`src/drd_pkg.sv`:
```
`timescale 1ns / 1ps
// ============================================================================
// drd_pkg: shared types and constants of the detection row decoder
// Field widths, register indexes, reset values and the row-end record that
// the row tracker hands to the pixel scaling pipeline.
// ============================================================================
package drd_pkg;

    localparam int VALUE_W    = 18;   // signed Q2.16 tensor value
    localparam int PIX_W      = 19;   // signed Q15.4 pixel value
    localparam int CLASS_W    = 8;
    localparam int COUNT_W    = 9;    // class_count register
    localparam int THRESH_W   = 17;   // score_threshold register
    localparam int DIM_W      = 13;   // image_width / image_height registers
    localparam int CFG_DATA_W = 17;
    localparam int CFG_IDX_W  = 2;

    localparam int BOX_VALUES = 4;    // cx, cy, w, h lead every row

    // register indexes
    localparam logic [CFG_IDX_W-1:0] CFG_CLASS_COUNT  = 2'd0;
    localparam logic [CFG_IDX_W-1:0] CFG_THRESHOLD    = 2'd1;
    localparam logic [CFG_IDX_W-1:0] CFG_IMAGE_WIDTH  = 2'd2;
    localparam logic [CFG_IDX_W-1:0] CFG_IMAGE_HEIGHT = 2'd3;

    // register reset values
    localparam logic [COUNT_W-1:0]  CLASS_COUNT_RST = 9'd80;
    localparam logic [THRESH_W-1:0] THRESHOLD_RST   = 17'd32768;
    localparam logic [DIM_W-1:0]    IMAGE_DIM_RST   = 13'd640;

    // everything needed to build one box once a row has passed the threshold
    typedef struct packed {
        logic signed [VALUE_W-1:0] center_x;
        logic signed [VALUE_W-1:0] center_y;
        logic signed [VALUE_W-1:0] size_w;
        logic signed [VALUE_W-1:0] size_h;
        logic        [CLASS_W-1:0] best_class;
        logic signed [VALUE_W-1:0] best_score;
    } row_done_t;

endpackage

```
`src/drd_in_if.sv`:
```
`timescale 1ns / 1ps
// ============================================================================
// drd_in_if: tensor value channel
// Valid/ready channel that carries one tensor value per item.
// ============================================================================
interface drd_in_if;
    import drd_pkg::*;

    logic                      valid;
    logic                      ready;
    logic signed [VALUE_W-1:0] tensor_value;

    modport source (output valid, output tensor_value, input ready);
    modport sink   (input valid, input tensor_value, output ready);
endinterface

```
`src/drd_out_if.sv`:
```
`timescale 1ns / 1ps
// ============================================================================
// drd_out_if: detection box channel
// Valid/ready channel that carries one decoded box per item.
// ============================================================================
interface drd_out_if;
    import drd_pkg::*;

    logic                      valid;
    logic                      ready;
    logic signed [PIX_W-1:0]   box_left;
    logic signed [PIX_W-1:0]   box_top;
    logic signed [PIX_W-1:0]   box_width;
    logic signed [PIX_W-1:0]   box_height;
    logic        [CLASS_W-1:0] class_index;
    logic signed [VALUE_W-1:0] confidence;

    modport source (output valid, output box_left, output box_top, output box_width,
                    output box_height, output class_index, output confidence,
                    input ready);
    modport sink   (input valid, input box_left, input box_top, input box_width,
                    input box_height, input class_index, input confidence,
                    output ready);
endinterface

```
`src/detection_row_decode.sv`:
```
`timescale 1ns / 1ps
// ============================================================================
// detection_row_decode: detection tensor row to pixel box decoder
// Tracks rows of cx, cy, w, h and class scores, picks the best class and
// emits one scaled box per row whose best score reaches the threshold.
// ============================================================================
// Usage:
//   in_ch  carries one signed Q2.16 tensor value per item. Rows run back to
//          back: cx, cy, w, h, then class_count scores. No framing signal;
//          the internal position counter finds the row boundaries.
//   out_ch carries one box per passing row: left/top/width/height in signed
//          Q15.4 pixels (floored, saturated), class index and the raw score.
//   cfg    plain write port (cfg_we, cfg_index, cfg_data); write only while
//          the block is idle.
// Throughput: one value per cycle while in_ch holds ready (see Stall). Each
//   class score does a single compare and update of the argmax registers.
// Path: a passing row's box goes from the row-end register, which loads at the
//   edge that accepts the row's last value, to the product register, then
//   to the output register that drives out_ch.
// Stall: while out_ch is not ready, boxes close up in the three box stages;
//   in_ch drops ready whenever the row-end register is full and cannot
//   advance, whether or not the next value ends a row.
// Reset: registers return to their defaults (80 classes, threshold 0.5,
//   640 x 640 image), the row counter restarts at cx, pending boxes drop.
// ============================================================================
module detection_row_decode #(
    parameter int MAX_CLASSES = 256
) (
    input  logic                                  clk,
    input  logic                                  rst_n,
    input  logic                                  cfg_we,
    input  logic [drd_pkg::CFG_IDX_W-1:0]         cfg_index,
    input  logic [drd_pkg::CFG_DATA_W-1:0]        cfg_data,
    drd_in_if.sink                                in_ch,
    drd_out_if.source                             out_ch
);
    import drd_pkg::*;

    localparam int DX_W   = VALUE_W + 2;        // 2*cx - w
    localparam int PROD_W = DX_W + DIM_W + 1;   // signed product width

    // ------------------------------------------------------------------
    // Configuration registers
    // ------------------------------------------------------------------
    logic [COUNT_W-1:0]  class_count_reg;
    logic [THRESH_W-1:0] threshold_reg;
    logic [DIM_W-1:0]    image_width_reg;
    logic [DIM_W-1:0]    image_height_reg;

    always_ff @(posedge clk or negedge rst_n)
    begin
        if (!rst_n)
        begin
            class_count_reg  <= CLASS_COUNT_RST;
            threshold_reg    <= THRESHOLD_RST;
            image_width_reg  <= IMAGE_DIM_RST;
            image_height_reg <= IMAGE_DIM_RST;
        end
        else if (cfg_we)
        begin
            case (cfg_index)
                CFG_CLASS_COUNT:  class_count_reg  <= cfg_data[COUNT_W-1:0];
                CFG_THRESHOLD:    threshold_reg    <= cfg_data[THRESH_W-1:0];
                CFG_IMAGE_WIDTH:  image_width_reg  <= cfg_data[DIM_W-1:0];
                CFG_IMAGE_HEIGHT: image_height_reg <= cfg_data[DIM_W-1:0];
                default: ;
            endcase
        end
    end

    // ------------------------------------------------------------------
    // Stage handshake: each stage advances when the one after it has room
    // ------------------------------------------------------------------
    logic a_valid_reg, a_valid_next;
    logic b_valid_reg, b_valid_next;
    logic o_valid_reg, o_valid_next;
    logic out_free, b_free, a_free;
    logic accept, emit;

    assign out_free = !o_valid_reg || out_ch.ready;
    assign b_free   = !b_valid_reg || out_free;
    assign a_free   = !a_valid_reg || b_free;

    // hold input while stage A is full and cannot advance
    assign in_ch.ready = a_free;
    assign accept      = in_ch.valid && in_ch.ready;

    row_done_t row_done;

    drd_row_track #(
        .MAX_CLASSES (MAX_CLASSES)
    ) u_row_track (
        .clk             (clk),
        .rst_n           (rst_n),
        .accept          (accept),
        .value           (in_ch.tensor_value),
        .class_count     (class_count_reg),
        .score_threshold (threshold_reg),
        .emit            (emit),
        .done            (row_done)
    );

    // ------------------------------------------------------------------
    // Stage A: capture the passing row
    // ------------------------------------------------------------------
    row_done_t a_data_reg;

    always_comb
    begin
        if (emit)
        begin
            a_valid_next = 1'b1;
        end
        else if (b_free)
        begin
            a_valid_next = 1'b0;
        end
        else
        begin
            a_valid_next = a_valid_reg;
        end
    end

    always_ff @(posedge clk)
    begin
        if (emit)
        begin
            a_data_reg <= row_done;
        end
    end

    // ------------------------------------------------------------------
    // Stage B: scale by image size (one multiplier per coordinate)
    // ------------------------------------------------------------------
    logic signed [DX_W-1:0]   dx, dy;
    logic signed [PROD_W-1:0] lx_next, ty_next, bw_next, bh_next;
    logic signed [PROD_W-1:0] lx_reg, ty_reg, bw_reg, bh_reg;
    logic        [CLASS_W-1:0] b_class_reg;
    logic signed [VALUE_W-1:0] b_score_reg;
    logic b_load;

    assign b_load = a_valid_reg && b_free;

    always_comb
    begin
        // w/2 is exact at twice the scale, so left = (2*cx - w) * width
        dx = {a_data_reg.center_x[VALUE_W-1], a_data_reg.center_x, 1'b0}
             - DX_W'(a_data_reg.size_w);
        dy = {a_data_reg.center_y[VALUE_W-1], a_data_reg.center_y, 1'b0}
             - DX_W'(a_data_reg.size_h);
        lx_next = PROD_W'(dx) * PROD_W'($signed({1'b0, image_width_reg}));
        ty_next = PROD_W'(dy) * PROD_W'($signed({1'b0, image_height_reg}));
        bw_next = PROD_W'(a_data_reg.size_w) * PROD_W'($signed({1'b0, image_width_reg}));
        bh_next = PROD_W'(a_data_reg.size_h) * PROD_W'($signed({1'b0, image_height_reg}));

        if (b_load)
        begin
            b_valid_next = 1'b1;
        end
        else if (out_free)
        begin
            b_valid_next = 1'b0;
        end
        else
        begin
            b_valid_next = b_valid_reg;
        end
    end

    always_ff @(posedge clk)
    begin
        if (b_load)
        begin
            lx_reg      <= lx_next;
            ty_reg      <= ty_next;
            bw_reg      <= bw_next;
            bh_reg      <= bh_next;
            b_class_reg <= a_data_reg.best_class;
            b_score_reg <= a_data_reg.best_score;
        end
    end

    // ------------------------------------------------------------------
    // Output stage: floor to Q15.4 and saturate
    // ------------------------------------------------------------------
    function automatic logic signed [PIX_W-1:0] sat_pix(input logic signed [PROD_W-1:0] v);
        logic signed [PROD_W-1:0] hi, lo;
        hi = PROD_W'((1 << (PIX_W - 1)) - 1);
        lo = -PROD_W'(1 << (PIX_W - 1));
        if (v > hi)
        begin
            sat_pix = hi[PIX_W-1:0];
        end
        else if (v < lo)
        begin
            sat_pix = lo[PIX_W-1:0];
        end
        else
        begin
            sat_pix = v[PIX_W-1:0];
        end
    endfunction

    logic signed [PIX_W-1:0]   left_reg, top_reg, width_reg, height_reg;
    logic        [CLASS_W-1:0] class_reg;
    logic signed [VALUE_W-1:0] conf_reg;
    logic o_load;

    assign o_load = b_valid_reg && out_free;

    always_comb
    begin
        if (o_load)
        begin
            o_valid_next = 1'b1;
        end
        else if (out_ch.ready)
        begin
            o_valid_next = 1'b0;
        end
        else
        begin
            o_valid_next = o_valid_reg;
        end
    end

    always_ff @(posedge clk)
    begin
        if (o_load)
        begin
            // arithmetic shift floors toward minus infinity
            left_reg   <= sat_pix(lx_reg >>> 13);
            top_reg    <= sat_pix(ty_reg >>> 13);
            width_reg  <= sat_pix(bw_reg >>> 12);
            height_reg <= sat_pix(bh_reg >>> 12);
            class_reg  <= b_class_reg;
            conf_reg   <= b_score_reg;
        end
    end

    always_ff @(posedge clk or negedge rst_n)
    begin
        if (!rst_n)
        begin
            a_valid_reg <= 1'b0;
            b_valid_reg <= 1'b0;
            o_valid_reg <= 1'b0;
        end
        else
        begin
            a_valid_reg <= a_valid_next;
            b_valid_reg <= b_valid_next;
            o_valid_reg <= o_valid_next;
        end
    end

    assign out_ch.valid       = o_valid_reg;
    assign out_ch.box_left    = left_reg;
    assign out_ch.box_top     = top_reg;
    assign out_ch.box_width   = width_reg;
    assign out_ch.box_height  = height_reg;
    assign out_ch.class_index = class_reg;
    assign out_ch.confidence  = conf_reg;

    // ------------------------------------------------------------------
    // Assertions
    // ------------------------------------------------------------------
`ifndef SYNTHESIS
    a_stage_a_holds: assert property (@(posedge clk) disable iff (!rst_n)
        (a_valid_reg && !b_free) |=> a_valid_reg)
        else $error("stage A box lost while stage B was blocked");

    a_stage_b_source: assert property (@(posedge clk) disable iff (!rst_n)
        $rose(b_valid_reg) |-> $past(a_valid_reg))
        else $error("stage B filled without a row in stage A");

    a_out_source: assert property (@(posedge clk) disable iff (!rst_n)
        $rose(o_valid_reg) |-> $past(b_valid_reg))
        else $error("output filled without products in stage B");

    a_no_overrun: assert property (@(posedge clk) disable iff (!rst_n)
        emit |-> a_free)
        else $error("row end accepted while stage A was full");
`endif

endmodule

```
`src/drd_row_track.sv`:
```
`timescale 1ns / 1ps
// ============================================================================
// drd_row_track: row position, box values and running class argmax
// Consumes one tensor value per cycle while accept is high and flags the
// row end whose best score reaches the threshold.
// ============================================================================
module drd_row_track #(
    parameter int MAX_CLASSES = 256
) (
    input  logic                                clk,
    input  logic                                rst_n,
    input  logic                                accept,
    input  logic signed [drd_pkg::VALUE_W-1:0]  value,
    input  logic        [drd_pkg::COUNT_W-1:0]  class_count,
    input  logic        [drd_pkg::THRESH_W-1:0] score_threshold,
    output logic                                emit,
    output drd_pkg::row_done_t                  done
);
    import drd_pkg::*;

    localparam int POS_W = $clog2(MAX_CLASSES + BOX_VALUES);
    localparam int LW    = ((POS_W > COUNT_W) ? POS_W : COUNT_W) + 1;

    logic        [POS_W-1:0]   pos_reg, pos_next;
    logic signed [VALUE_W-1:0] cx_reg, cy_reg, w_reg, h_reg;
    logic signed [VALUE_W-1:0] best_reg, best_next;
    logic        [CLASS_W-1:0] cls_reg, cls_next;

    logic [LW-1:0] count_ext, eff_count, last_pos, pos_ext, class_pos;
    logic          is_box, row_end, pass;

    always_comb
    begin
        count_ext = LW'(class_count);
        if (class_count == '0)
        begin
            eff_count = LW'(1);
        end
        else if (count_ext > LW'(MAX_CLASSES))
        begin
            eff_count = LW'(MAX_CLASSES);
        end
        else
        begin
            eff_count = count_ext;
        end
        last_pos  = eff_count + LW'(BOX_VALUES - 1);
        pos_ext   = LW'(pos_reg);
        class_pos = pos_ext - LW'(BOX_VALUES);
        is_box    = (pos_ext < LW'(BOX_VALUES));

        // first score of the row seeds the argmax; later ones win only if larger
        if (pos_ext == LW'(BOX_VALUES))
        begin
            best_next = value;
            cls_next  = '0;
        end
        else if (value > best_reg)
        begin
            best_next = value;
            cls_next  = class_pos[CLASS_W-1:0];
        end
        else
        begin
            best_next = best_reg;
            cls_next  = cls_reg;
        end

        // a count lowered mid-row ends the row at the current value
        row_end  = !is_box && (pos_ext >= last_pos);
        pos_next = row_end ? '0 : pos_reg + POS_W'(1);
        pass     = $signed({best_next[VALUE_W-1], best_next})
                   >= $signed({2'b00, score_threshold});
    end

    assign emit = accept && row_end && pass;

    always_comb
    begin
        done.center_x   = cx_reg;
        done.center_y   = cy_reg;
        done.size_w     = w_reg;
        done.size_h     = h_reg;
        done.best_class = cls_next;
        done.best_score = best_next;
    end

    always_ff @(posedge clk or negedge rst_n)
    begin
        if (!rst_n)
        begin
            pos_reg  <= '0;
            cx_reg   <= '0;
            cy_reg   <= '0;
            w_reg    <= '0;
            h_reg    <= '0;
            best_reg <= '0;
            cls_reg  <= '0;
        end
        else if (accept)
        begin
            pos_reg <= pos_next;
            if (is_box)
            begin
                case (pos_reg[1:0])
                    2'd0:    cx_reg <= value;
                    2'd1:    cy_reg <= value;
                    2'd2:    w_reg  <= value;
                    default: h_reg  <= value;
                endcase
            end
            else
            begin
                best_reg <= best_next;
                cls_reg  <= cls_next;
            end
        end
    end

endmodule

```
`src/flat_wrapper.sv`:
```
// flat-port wrapper written by rule: the top's interface ports become plain ports
module detection_row_decode_flat import drd_pkg::*;
#(
    parameter int MAX_CLASSES = 256
)
  (clk, rst_n, cfg_we, cfg_index, cfg_data, in_ch_valid, in_ch_tensor_value, in_ch_ready, out_ch_valid, out_ch_box_left, out_ch_box_top, out_ch_box_width, out_ch_box_height, out_ch_class_index, out_ch_confidence, out_ch_ready);
  drd_in_if in_ch_i ();
  drd_out_if out_ch_i ();
  input  logic clk;
  input  logic rst_n;
  input  logic cfg_we;
  input  logic [drd_pkg::CFG_IDX_W-1:0] cfg_index;
  input  logic [drd_pkg::CFG_DATA_W-1:0] cfg_data;
  input wire logic [$bits(in_ch_i.valid)-1:0] in_ch_valid;
  input wire logic [$bits(in_ch_i.tensor_value)-1:0] in_ch_tensor_value;
  output wire logic [$bits(in_ch_i.ready)-1:0] in_ch_ready;
  output wire logic [$bits(out_ch_i.valid)-1:0] out_ch_valid;
  output wire logic [$bits(out_ch_i.box_left)-1:0] out_ch_box_left;
  output wire logic [$bits(out_ch_i.box_top)-1:0] out_ch_box_top;
  output wire logic [$bits(out_ch_i.box_width)-1:0] out_ch_box_width;
  output wire logic [$bits(out_ch_i.box_height)-1:0] out_ch_box_height;
  output wire logic [$bits(out_ch_i.class_index)-1:0] out_ch_class_index;
  output wire logic [$bits(out_ch_i.confidence)-1:0] out_ch_confidence;
  input wire logic [$bits(out_ch_i.ready)-1:0] out_ch_ready;
  assign in_ch_i.valid = in_ch_valid;
  assign in_ch_i.tensor_value = in_ch_tensor_value;
  assign in_ch_ready = in_ch_i.ready;
  assign out_ch_valid = out_ch_i.valid;
  assign out_ch_box_left = out_ch_i.box_left;
  assign out_ch_box_top = out_ch_i.box_top;
  assign out_ch_box_width = out_ch_i.box_width;
  assign out_ch_box_height = out_ch_i.box_height;
  assign out_ch_class_index = out_ch_i.class_index;
  assign out_ch_confidence = out_ch_i.confidence;
  assign out_ch_i.ready = out_ch_ready;
  detection_row_decode #(.MAX_CLASSES(MAX_CLASSES)) u_core (.clk(clk), .rst_n(rst_n), .cfg_we(cfg_we), .cfg_index(cfg_index), .cfg_data(cfg_data), .in_ch(in_ch_i), .out_ch(out_ch_i));
endmodule
```
`config.mk`:
```
export PLATFORM = sky130hd
export DESIGN_NAME = detection_row_decode_flat
export DESIGN_NICKNAME = d
export VERILOG_FILES = /design/src/drd_pkg.sv /design/src/drd_in_if.sv /design/src/drd_out_if.sv /design/src/detection_row_decode.sv /design/src/drd_row_track.sv /design/src/flat_wrapper.sv
export SDC_FILE = /design/constraint.sdc
export NUM_CORES = 2
export LEC_CHECK = 0
export BUFFER_PORTS_ARGS = -buffer_cell sky130_fd_sc_hd__buf_2
export CAP_MARGIN = 20
export CORE_MARGIN = 4
export CORE_UTILIZATION = 46
export CTS_BUF_LIST = sky130_fd_sc_hd__clkbuf_8
export CTS_CLUSTER_SIZE = 14
export DETAILED_ROUTE_END_ITERATION = 12
export PLACE_DENSITY = 0.61
export SYNTH_ARGS = -nofsm -noshare
export SYNTH_HDL_FRONTEND = slang
export SYNTH_SLANG_ARGS = --single-unit
```
`constraint.sdc`:
```
create_clock -name clk -period 9.8 [get_ports clk]
set_input_delay 1.96 -clock clk [delete_from_list [all_inputs] [get_ports clk]]
set_output_delay 1.96 -clock clk [all_outputs]
set_load 0.1 [all_outputs]
```
==> impl_metrics.toml <==
[outcome]
outcome = "finished, final reports clean"

[detailed_routing]
wl_um = 122000
post_drt_wl_per_cell_um = 17.6
dr.pass1.iters = 5
vias = 34900
drc = 0
detail-route-antenna-nets = 0
avgViaCountPerCell = 5.07
drt_iter0_drc = 1593

[logic_synthesis]
synth.distinct_cells = 71
ys.flop_type = "edfxtp_1"
yosys-top-cells-count = "inv_1, fa_1, nand2_1"
yosysWarnings = 0
async_flop_share_pct = 34.5
syn-num-nets = 6566
syn_inst = 5185
synth.top_cell.area_share_pct = 34.7
synth.most_common_cell = "inv_1"
yosysTopAreaCell = "fa_1"
ys_seq_area_share_pct = 24.6
synthesis.area_um2 = 54100
synth_edf_count = 308
avgSynthCellArea_um2 = 10.4
synthTopCellsByArea = "fa_1, edfxtp_1, ha_1"
synth_seq_cells = 470

[worst_setup_path]
startpoint_type = "register"
worst-path-buf-inv = 6
crit_path_max_incr_delay_ns = 0.55
path_class = "reg -> reg"
path_common_cell = "fa_1"
required_ns = 10.28
crit_fanout = 14
critPathCaptureType = "register"
crit_arrival_ns = 9.61
crit_slowest_cell = "edfxtp_1"
cp_top_family = "adder cells"

[layout]
layout.nets = 6682
largest_reg_flops = 98
area_growth_pct = 8.07
layout-drive-gt1-share_pct = 10.0

[clock_network]
cts_sinks = 470
clk_latency_ns = 0.78
clockBufferDepth = 3
cts_tree = "done"
cts.root.buffer_cell = "clkbuf_8"
postCtsResizedCells = 0
cts.clk_slew.worst_paths_ns = 0.07
cts-buffers-inserted = 83
postCtsSetupBuffers = 0
postCtsHoldBufs = 0
htree_levels = 3

[placement]
dpl.hpwl_um = 94300
globalplace.congestion = 0.845
port_buffers = 145

[floorplan]
die_area_um2 = 123000
pin_count = 146
die_x_um = 351
rows = 125
start_util_pct = 46.5
fp.dieH_um = 351
coreArea_um2 = 117000

[timing]
fin_crit_ns = 9.13
rsz0062_at_grt = "no"
setup-tns-final_ns = 0
clock.fmax_ghz = 0.110
slew_headroom_pct = 29.8
period_share_pct = 93.2
setup_violations = 0
report.final.slew_viol_count = 0
worst_slew_pin_slew_ns = 1.05
final.setup_skew_ns = 0.0484
hold_viol_final = 0

[global_route]
grt_max_degree = 92
track_usage_pct = 20.7
antenna_found_initial = 8
overflow = 0
grt_pass1_wl_um = 201000
grt_pass1_vias = 37500

[hold_path]
hp-class = "reg -> reg"

[job]
drv_cap = 0
-- routing by layer --
metal | wire, um | GRT usage, %
met2 | 60600 | 35.7
met3 | 5340 | 2.59
met1 | 53200 | 28.0
met5 | 27 | 0
met4 | 2410 | 4.92
-- final timing paths --
check / cells after the start / slack (ns) / end / startpoint
min: 0 / 0.41 / u_core.out_ch.confidence[5] / u_core.b_score_reg[5]
max reg2reg: 33 / 0.67 / u_core.lx_reg[33] / u_core.a_data_reg[44]
min reg2reg: 0 / 0.41 / u_core.out_ch.confidence[5] / u_core.b_score_reg[5]
max: 33 / 0.67 / u_core.lx_reg[33] / u_core.a_data_reg[44]
max in group asynchronous: 2 / 6.94 / u_core.image_width_reg[5] / rst_n
min in group asynchronous: 1 / 1.30 / u_core.threshold_reg[16] / rst_n
-- cell type report --
class	instances	area [um^2]
multi-input cells	3393	35900
diodes	3	7.51
well taps	1524	1910
inverters	1108	4160
repair buffers	245	1520
flip-flops and latches	470	13300
fillers	10600	58000
clock buffers	95	1310
clock inverters	58	420
-- placed cells by master (no fill, tap or decap), drive strengths merged, types with 9 or more instances in the layout --
cell / synthesis / layout
a21o: 47 / 47
a21oi: 81 / 81
a22o: 11 / 11
and2: 459 / 459
and3: 15 / 15
buf: 10 / 245
clkbuf: 204 / 95
clkinv: 0 / 16
dfrtp: 155 / 155
edfxtp: 308 / 308
fa: 938 / 938
ha: 401 / 401
inv: 1108 / 1144
mux2: 156 / 156
mux2i: 9 / 9
nand2: 597 / 597
nand2b: 23 / 23
nand3: 24 / 24
nor2: 207 / 207
nor2b: 19 / 19
nor3: 28 / 28
o21a: 29 / 29
o21ai: 95 / 95
xnor2: 101 / 101
xor2: 39 / 39
-- through the flow --
| stage | worst slack [ns] | std cells | cell area, um^2 | hold slack, ns | util [%] |
|---|---|---|---|---|---|
| global placement | 0.851 | 6736 | 56700 | 0.403 | 48.7 |
| global route | 0.0258 | 6894 | 58500 | 0.409 | 50.2 |
| floorplan | 1.06 | 5185 | 54100 | 0.400 | - |
| CTS | 0.636 | 6890 | 58500 | 0.396 | 50.2 |
| finish | 0.671 | 6896 | 58500 | 0.408 | 50.2 |
| detailed placement | 0.656 | 6737 | 56700 | 0.405 | 48.7 |
-- cell families after synthesis --
| group | after synthesis | share of synthesized area [%] |
|---|---|---|
| compound gates | 340 | 4.08 |
| xor+xnor | 141 | 2.31 |
| fa+ha+maj | 1339 | 43.9 |
| buf+inv | 1322 | 9.18 |
| flops | 470 | 24.6 |
| mux | 165 | 3.41 |
| simple gates | 1408 | 12.5 |
Power is not shown: default switching activity piles up to over one toggle a cycle in this logic, so the estimate is an artifact.
